[src/rtl/cxyz_pkg.sv]
// shared types, constants and helpers of the camera rgb to xyz converter
`default_nettype none

package cxyz_pkg;

  // table geometry and number formats
  localparam int LEVELS         = 256;
  localparam int LEVEL_BITS     = 8;
  localparam int LUMA_BITS      = 20;
  localparam int COEF_BITS      = 20;
  localparam int COEF_FRAC_BITS = 12;
  localparam int NUM_CFG        = 6;
  localparam int CFG_IDX_BITS   = 3;
  localparam int Y_BITS         = 22;
  localparam int XZ_BITS        = 32;

  // product of a signed coefficient and a zero-extended luminance
  localparam int PROD_BITS = COEF_BITS + LUMA_BITS + 1;
  // three products plus rounding half, with headroom
  localparam int SUM_BITS  = PROD_BITS + 2;

  localparam logic signed [SUM_BITS-1:0] ROUND_HALF =
    SUM_BITS'(64'sd1 <<< (COEF_FRAC_BITS - 1));

  typedef enum logic {
    OP_LOAD    = 1'b0,
    OP_CONVERT = 1'b1
  } op_e;

  typedef enum logic [1:0] {
    CH_BLUE  = 2'd0,
    CH_GREEN = 2'd1,
    CH_RED   = 2'd2
  } chan_e;

  typedef enum logic [CFG_IDX_BITS-1:0] {
    REG_X_BLUE  = 3'd0,
    REG_X_GREEN = 3'd1,
    REG_X_RED   = 3'd2,
    REG_Z_BLUE  = 3'd3,
    REG_Z_GREEN = 3'd4,
    REG_Z_RED   = 3'd5
  } cfg_reg_e;

  localparam logic signed [COEF_BITS-1:0] COEF_RESET [NUM_CFG] = '{
    20'sd2048, 20'sd2458, 20'sd6827, 20'sd14336, 20'sd1638, 20'sd2731
  };

  // per-stage advance strobes of the result pipeline
  typedef struct packed {
    logic en_prod;
    logic en_sum;
    logic en_out;
  } stage_en_t;

  typedef struct packed {
    logic signed [XZ_BITS-1:0] value;
    logic                      clip;
  } sat_t;

  // floor shift to four fraction bits, then clip to the signed 32-bit range
  function automatic sat_t round_sat(input logic signed [SUM_BITS-1:0] sum);
    logic signed [SUM_BITS-1:0]     shifted;
    logic [SUM_BITS-XZ_BITS:0]      hi;
    sat_t                           res;
    shifted = sum >>> COEF_FRAC_BITS;
    hi      = shifted[SUM_BITS-1:XZ_BITS-1];
    if ((&hi) || !(|hi)) begin
      res.value = shifted[XZ_BITS-1:0];
      res.clip  = 1'b0;
    end else if (shifted[SUM_BITS-1]) begin
      res.value = {1'b1, {(XZ_BITS-1){1'b0}}};
      res.clip  = 1'b1;
    end else begin
      res.value = {1'b0, {(XZ_BITS-1){1'b1}}};
      res.clip  = 1'b1;
    end
    return res;
  endfunction

endpackage

`default_nettype wire

[src/rtl/cxyz_mac.sv]
// weighted sum of three luminances: multiply, sum and round, saturate
`default_nettype none

module cxyz_mac (
  input  wire logic                                   clk_i,
  input  wire cxyz_pkg::stage_en_t                    en_i,
  input  wire logic signed [cxyz_pkg::COEF_BITS-1:0]  coef_i [3],
  input  wire logic [cxyz_pkg::LUMA_BITS-1:0]         lum_i  [3],
  output      logic signed [cxyz_pkg::XZ_BITS-1:0]    value_o,
  output      logic                                   clip_o
);

  logic signed [cxyz_pkg::PROD_BITS-1:0] prod_d [3];
  logic signed [cxyz_pkg::PROD_BITS-1:0] prod_q [3];
  logic signed [cxyz_pkg::SUM_BITS-1:0]  sum_d;
  logic signed [cxyz_pkg::SUM_BITS-1:0]  sum_q;
  cxyz_pkg::sat_t                        sat_d;

  always_comb begin
    for (int i = 0; i < 3; i++) begin
      prod_d[i] = cxyz_pkg::PROD_BITS'(coef_i[i] * $signed({1'b0, lum_i[i]}));
    end
  end

  // sum carries the rounding half so the output stage is shift and clip only
  assign sum_d = cxyz_pkg::SUM_BITS'(prod_q[0]) + cxyz_pkg::SUM_BITS'(prod_q[1])
               + cxyz_pkg::SUM_BITS'(prod_q[2]) + cxyz_pkg::ROUND_HALF;

  assign sat_d = cxyz_pkg::round_sat(sum_q);

  always_ff @(posedge clk_i) begin
    if (en_i.en_prod) begin
      prod_q <= prod_d;
    end
    if (en_i.en_sum) begin
      sum_q <= sum_d;
    end
    if (en_i.en_out) begin
      value_o <= sat_d.value;
      clip_o  <= sat_d.clip;
    end
  end

endmodule

`default_nettype wire

[config.mk]
export PLATFORM = sky130hd
export DESIGN_NAME = cxyz_mac
export DESIGN_NICKNAME = d
export VERILOG_FILES = /design/src/rtl/cxyz_pkg.sv /design/src/rtl/cxyz_mac.sv
export SDC_FILE = /design/constraint.sdc
export NUM_CORES = 2
export LEC_CHECK = 0
export BUFFER_PORTS_ARGS = -buffer_cell sky130_fd_sc_hd__clkbuf_2
export CORE_MARGIN = 1.5
export CORE_UTILIZATION = 50
export DETAILED_ROUTE_END_ITERATION = 8
export GPL_TIMING_DRIVEN = 0
export PLACE_DENSITY = 0.66
export SYNTH_ARGS = -nofsm -noshare
export SYNTH_HDL_FRONTEND = slang
export SYNTH_SLANG_ARGS = --single-unit
[constraint.sdc]
create_clock -name clk_i -period 16.49 [get_ports clk_i]
set_input_delay 1.649 -clock clk_i [delete_from_list [all_inputs] [get_ports clk_i]]
set_output_delay 1.649 -clock clk_i [all_outputs]
set_load 0.02 [all_outputs]
# [Word-level counts from Yosys, hierarchy flattened]
# Index checks and enable logic that the tools add are counted.
[word_totals] reg_bits=197 latch_bits=0 ramBits=0 romBits=0 input_bits=124 out_inout_bits=33 word_cells=11 memories=0
[classes] n_addsub=3 n_mul=3 div_mod_pow=0 order_cmp=0 n_eq_ne=0 shifts=0 muxes=0 bitwise_logic=0 n_reduce_logical=0
[ops] operator="20-bit by 21-bit multiplier with 41-bit output" n=3
[ops] operator="42-bit by 41-bit adder with 43-bit output" n=1
[ops] operator="43-bit by 13-bit adder with 43-bit output (second input constant)" n=1
[ops] operator="41-bit by 41-bit adder with 42-bit output" n=1

# [Longest topological paths before layout]
[depth] depth_word=3 ltp_mapped=26

# [Worst setup path before layout]
# No wires, ideal clock.
[synth_timing] path_type="input to register" startpoint="in lum_i[10] (netlist bit)" endpoint="reg prod_q[33] (netlist bit), data pin" setup_ps=268 arrival_ps=7765 setup_slack_ps=8457 stages=25 path_cell_list="clkbuf_1 > and2_1 > fa_1 > fa_1 > inv_1 > fa_1 > inv_1 > fa_1 > inv_1 > fa_1 > inv_1 > fa_1 > inv_1 > fa_1 > inv_1 > ha_1 > and3_1 > a22o_1 > or4b_4 > o22ai_2 > o31ai_1 > a211oi_2 > o221a_2 > o21bai_1 > xor2_1"
[synth_rtl] element="start: declaration" line="cxyz_mac.sv:8" text="input wire logic [cxyz_pkg::LUMA_BITS-1:0] lum_i [3],"
[synth_rtl] element="end signal: assignment" line="cxyz_mac.sv:33" text="prod_q <= prod_d;"
[synth_rtl] element="end: declaration" line="cxyz_mac.sv:14" text="logic signed [cxyz_pkg::PROD_BITS-1:0] prod_q [3];"

==> flow_summary.yaml <==
logic_synthesis:
  synth_most_common_cell: "sky130_fd_sc_hd__inv_1"
  seq_area_frac_synth_pct: 11.1
  syn-mean-instance-area_sq_um: 9.52
  synth_ff_type: "sky130_fd_sc_hd__edfxtp_1"
  postSynthRegisterBits: 185
  synthTopCellsByCount: "1158 x sky130_fd_sc_hd__inv_1, 1003 x sky130_fd_sc_hd__fa_1, 674 x sky130_fd_sc_hd__and2_1"
  synth_xor_area_share_pct: 2.43
  synth-async-reset-ratio_pct: 0
  netlist_area_sq_um: 50200
  synth_cell_type_count: 73
  synth_warnings: 0
  synthCells: 5273
  synthSimpleGateAreaFrac_pct: 15.3
  complex_gate_fraction_of_the_synthesized_area_pct: 5.66
  synth_top_area_share_pct: 40.0
  synthMuxAreaShare_pct: 0.0199
  postSynthNetCount: 6999
  synth_top_area_cell: "sky130_fd_sc_hd__fa_1"
  dominant_combinational_cell_family_by_area_after_synthesis: "adder cells"
  yosys.area_share.adder_pct: 54.9
  synth_top_cells_by_area: "sky130_fd_sc_hd__fa_1 40%, sky130_fd_sc_hd__ha_1 15%, sky130_fd_sc_hd__edfxtp_1 11%"
  synth-edff-count: 185
detailed_routing:
  first_pass_iters: 7
  dr.first_iter.drc_count: 2348
  route.detailed.wl_per_inst_microns: 19.6
  drt.antenna.violating_nets: 0
  postRouteWirelength_microns: 130000
  detail_route.drc_violations: 0
  vias_per_cell: 5.40
  routed-via-count: 35800
floorplanning:
  core_sq_um: 99700
  initial_cell_density_of_the_core_pct: 50.3
  die_height_microns: 320
  num_rows: 116
  dieWidth_microns: 320
  design.portCount: 157
  dieArea_sq_um: 102000
worst_setup_path:
  wp_data_arrival_ns: 8.80
  worst-endpoint-required_ns: 16.68
  worst-setup-path-type: "in2reg"
  end_kind: "flip-flop"
  maximum_net_fanout_on_the_critical_path: 10
  crit_path_start_kind: "input pin"
cts:
  clockRootBuffer: "sky130_fd_sc_hd__clkbuf_16"
  holdBufCountCts: 0
  cts_buffers: 17
  clock_tree.htree_level_count: 4
  worst_skew_pair.late_latency_ns: 0.44
  cts_tree: "built"
  post-cts-setup-buffers: 0
  clkSlewWorstSetupHoldPaths_ns: 0.07
  clock_tree.buffer_depth: 2
  numClockSinks: 185
  cts_repair_resize_count: 0
job:
  maxCapViolations: 0
final_layout:
  n_fill_cell: 9120
  area_delta_synth_final_pct: 4.89
  postLayoutCoreUtil_pct: 52.8
  antenna_cells: 0
  final_layout_size_suffix_gt1_share_pct: 1.85
  finalNetCount: 7057
  final_area_sq_um: 52600
status:
  outcome: "finished, final reports clean"
timing:
  tightest_slew_ns: 1.08
  max_freq_mhz: 116
  headroom_to_the_max_slew_limit_pct: 26.9
  slew_viol_final: 0
  holdWs_ns: 0.415
  final-hold-violation-count: 0
  fin_crit_sh_pct: 52.2
  period_needed_ns: 8.61
  final.setup_skew_ns: 0.00848
  rsz0062_at_grt: "no"
  setup_viol: 0
  finalSetupTns_ns: 0
grt:
  total_congestion_overflow_after_global_routing: 0
  first_pass_grt_wire_length_microns: 208000
  grt_start_max_net_pins: 99
  groute.usage.overall_pct: 26.3
  grt_pass1_vias: 37700
  grt_use_met2_pct: 43.9
  grt-busiest-layer: "met2"
  met3_usage_pct: 3.13
  globalRouteMet1Util_pct: 36.2
  grt_antenna_before_repair: 2
hold_path:
  timing.hold.worst.class: "reg2reg"
placed_design:
  place.port_buffers: 38
  finalWeightedCongestion: 0.915
  hpwlAfterDp_microns: 111000
  detailed_place.area_sq_um: 52000
through the flow:
step / cells / worst slack (ns)
6_report: 6641 / 7.88
3_3_place_gp: 6609 / 7.58
4_1_cts: 6641 / 7.94
5_1_grt: 6641 / 7.68
3_5_place_dp: 6610 / 7.48
2_1_floorplan: 5273 / 8.46
layer usage:
metal / part of all wire (%) / vias to the layer above
met5: 0 / -
met4: 2.8 / 0
met3: 6.3 / 212
met2: 48 / 1177
met1: 43 / 18300
li1: - / 16100
worst paths after layout:
kind              slack (ns)  cells past startpoint                  from                    end
setup reg to reg       11.69                     12  prod_q[10]$_DFFE_PP_    sum_q[41]$_DFFE_PP_
hold reg to reg         0.42                      0   sum_q[26]$_DFFE_PP_  value_o[14]$_DFFE_PP_
hold / removal          0.42                      0   sum_q[26]$_DFFE_PP_  value_o[14]$_DFFE_PP_
setup / recovery        7.88                     24             lum_i[48]  prod_q[119]$_DFFE_PP_
registers in the layout, summed over array words and instances (netlist names):
| signal | cells |
|---|---|
| prod_q | 123 |
| sum_q | 31 |
| value_o | 31 |
cells by family after synthesis:
| group | Yosys count |
|---|---|
| adders and majority gates | 1602 |
| and+or+nand+nor | 1491 |
| buffers and inverters | 1416 |
| AOI/OAI and AO/OA | 438 |
| DFF | 185 |
| xor gates and xnor gates | 139 |
| other | 1 |
| muxes | 1 |
worst max-delay path, cell delays in order:
cell and delay, ns:
sky130_fd_sc_hd__clkbuf_1 0.60, sky130_fd_sc_hd__and2_1 0.25, sky130_fd_sc_hd__fa_1 0.43, sky130_fd_sc_hd__fa_1 0.52, sky130_fd_sc_hd__inv_1 0.06, sky130_fd_sc_hd__fa_1 0.47
sky130_fd_sc_hd__inv_1 0.05, sky130_fd_sc_hd__fa_1 0.50, sky130_fd_sc_hd__inv_1 0.05, sky130_fd_sc_hd__fa_1 0.53, sky130_fd_sc_hd__inv_1 0.05, sky130_fd_sc_hd__fa_1 0.47
sky130_fd_sc_hd__inv_1 0.05, sky130_fd_sc_hd__fa_1 0.48, sky130_fd_sc_hd__inv_1 0.05, sky130_fd_sc_hd__ha_1 0.36, sky130_fd_sc_hd__a21oi_1 0.15, sky130_fd_sc_hd__o21ai_0 0.17
sky130_fd_sc_hd__a311o_1 0.33, sky130_fd_sc_hd__a31oi_1 0.33, sky130_fd_sc_hd__nor3_1 0.12, sky130_fd_sc_hd__o2111ai_1 0.30, sky130_fd_sc_hd__or3b_1 0.39, sky130_fd_sc_hd__a221oi_1 0.43
cells in the final DEF, fill, tap and decap left out, types with 8 or more instances in the layout:
| cell type | Yosys | routed |
|---|---|---|
| sky130_fd_sc_hd__inv_1 | 1158 | 1158 |
| sky130_fd_sc_hd__fa_1 | 1003 | 1003 |
| sky130_fd_sc_hd__and2_1 | 674 | 674 |
| sky130_fd_sc_hd__ha_1 | 599 | 599 |
| sky130_fd_sc_hd__nand2_1 | 550 | 550 |
| sky130_fd_sc_hd__clkbuf_1 | 252 | 253 |
| sky130_fd_sc_hd__edfxtp_1 | 185 | 185 |
| sky130_fd_sc_hd__a21oi_1 | 143 | 143 |
| sky130_fd_sc_hd__nor2_1 | 107 | 107 |
| sky130_fd_sc_hd__xnor2_1 | 97 | 97 |
| sky130_fd_sc_hd__o21ai_0 | 73 | 73 |
| sky130_fd_sc_hd__a21o_1 | 60 | 60 |
| sky130_fd_sc_hd__xor2_1 | 42 | 42 |
| sky130_fd_sc_hd__clkbuf_2 | 0 | 37 |
| sky130_fd_sc_hd__nand2b_1 | 34 | 34 |
| sky130_fd_sc_hd__nand3_1 | 28 | 28 |
| sky130_fd_sc_hd__o21bai_1 | 25 | 25 |
| sky130_fd_sc_hd__nor3_1 | 22 | 22 |
| sky130_fd_sc_hd__nand4_1 | 20 | 20 |
| sky130_fd_sc_hd__o21a_1 | 20 | 20 |
| sky130_fd_sc_hd__clkbuf_16 | 0 | 17 |
| sky130_fd_sc_hd__a211oi_1 | 15 | 15 |
| sky130_fd_sc_hd__a31oi_1 | 14 | 14 |
| sky130_fd_sc_hd__nor2b_1 | 13 | 13 |
| sky130_fd_sc_hd__and3_1 | 11 | 11 |
| sky130_fd_sc_hd__o211ai_1 | 9 | 9 |
| sky130_fd_sc_hd__nor4_1 | 8 | 8 |
| sky130_fd_sc_hd__o31ai_1 | 8 | 8 |
layout make-up:
| class | instances | area, sq um | share of cell area (%) |
|---|---|---|---|
| multi-input combinational | 3672 | 39300 | 74.7 |
| sequential | 185 | 5560 | 10.6 |
| inverter | 1158 | 4350 | 8.26 |
| tap | 1298 | 1620 | 3.09 |
| buffer | 258 | 981 | 1.86 |
| clock buffer | 18 | 429 | 0.815 |
| timing repair buffer | 39 | 226 | 0.430 |
| clock inverter | 13 | 173 | 0.328 |
Power is not shown: default switching activity piles up to over one toggle a cycle in this logic, so the estimate is an artifact.
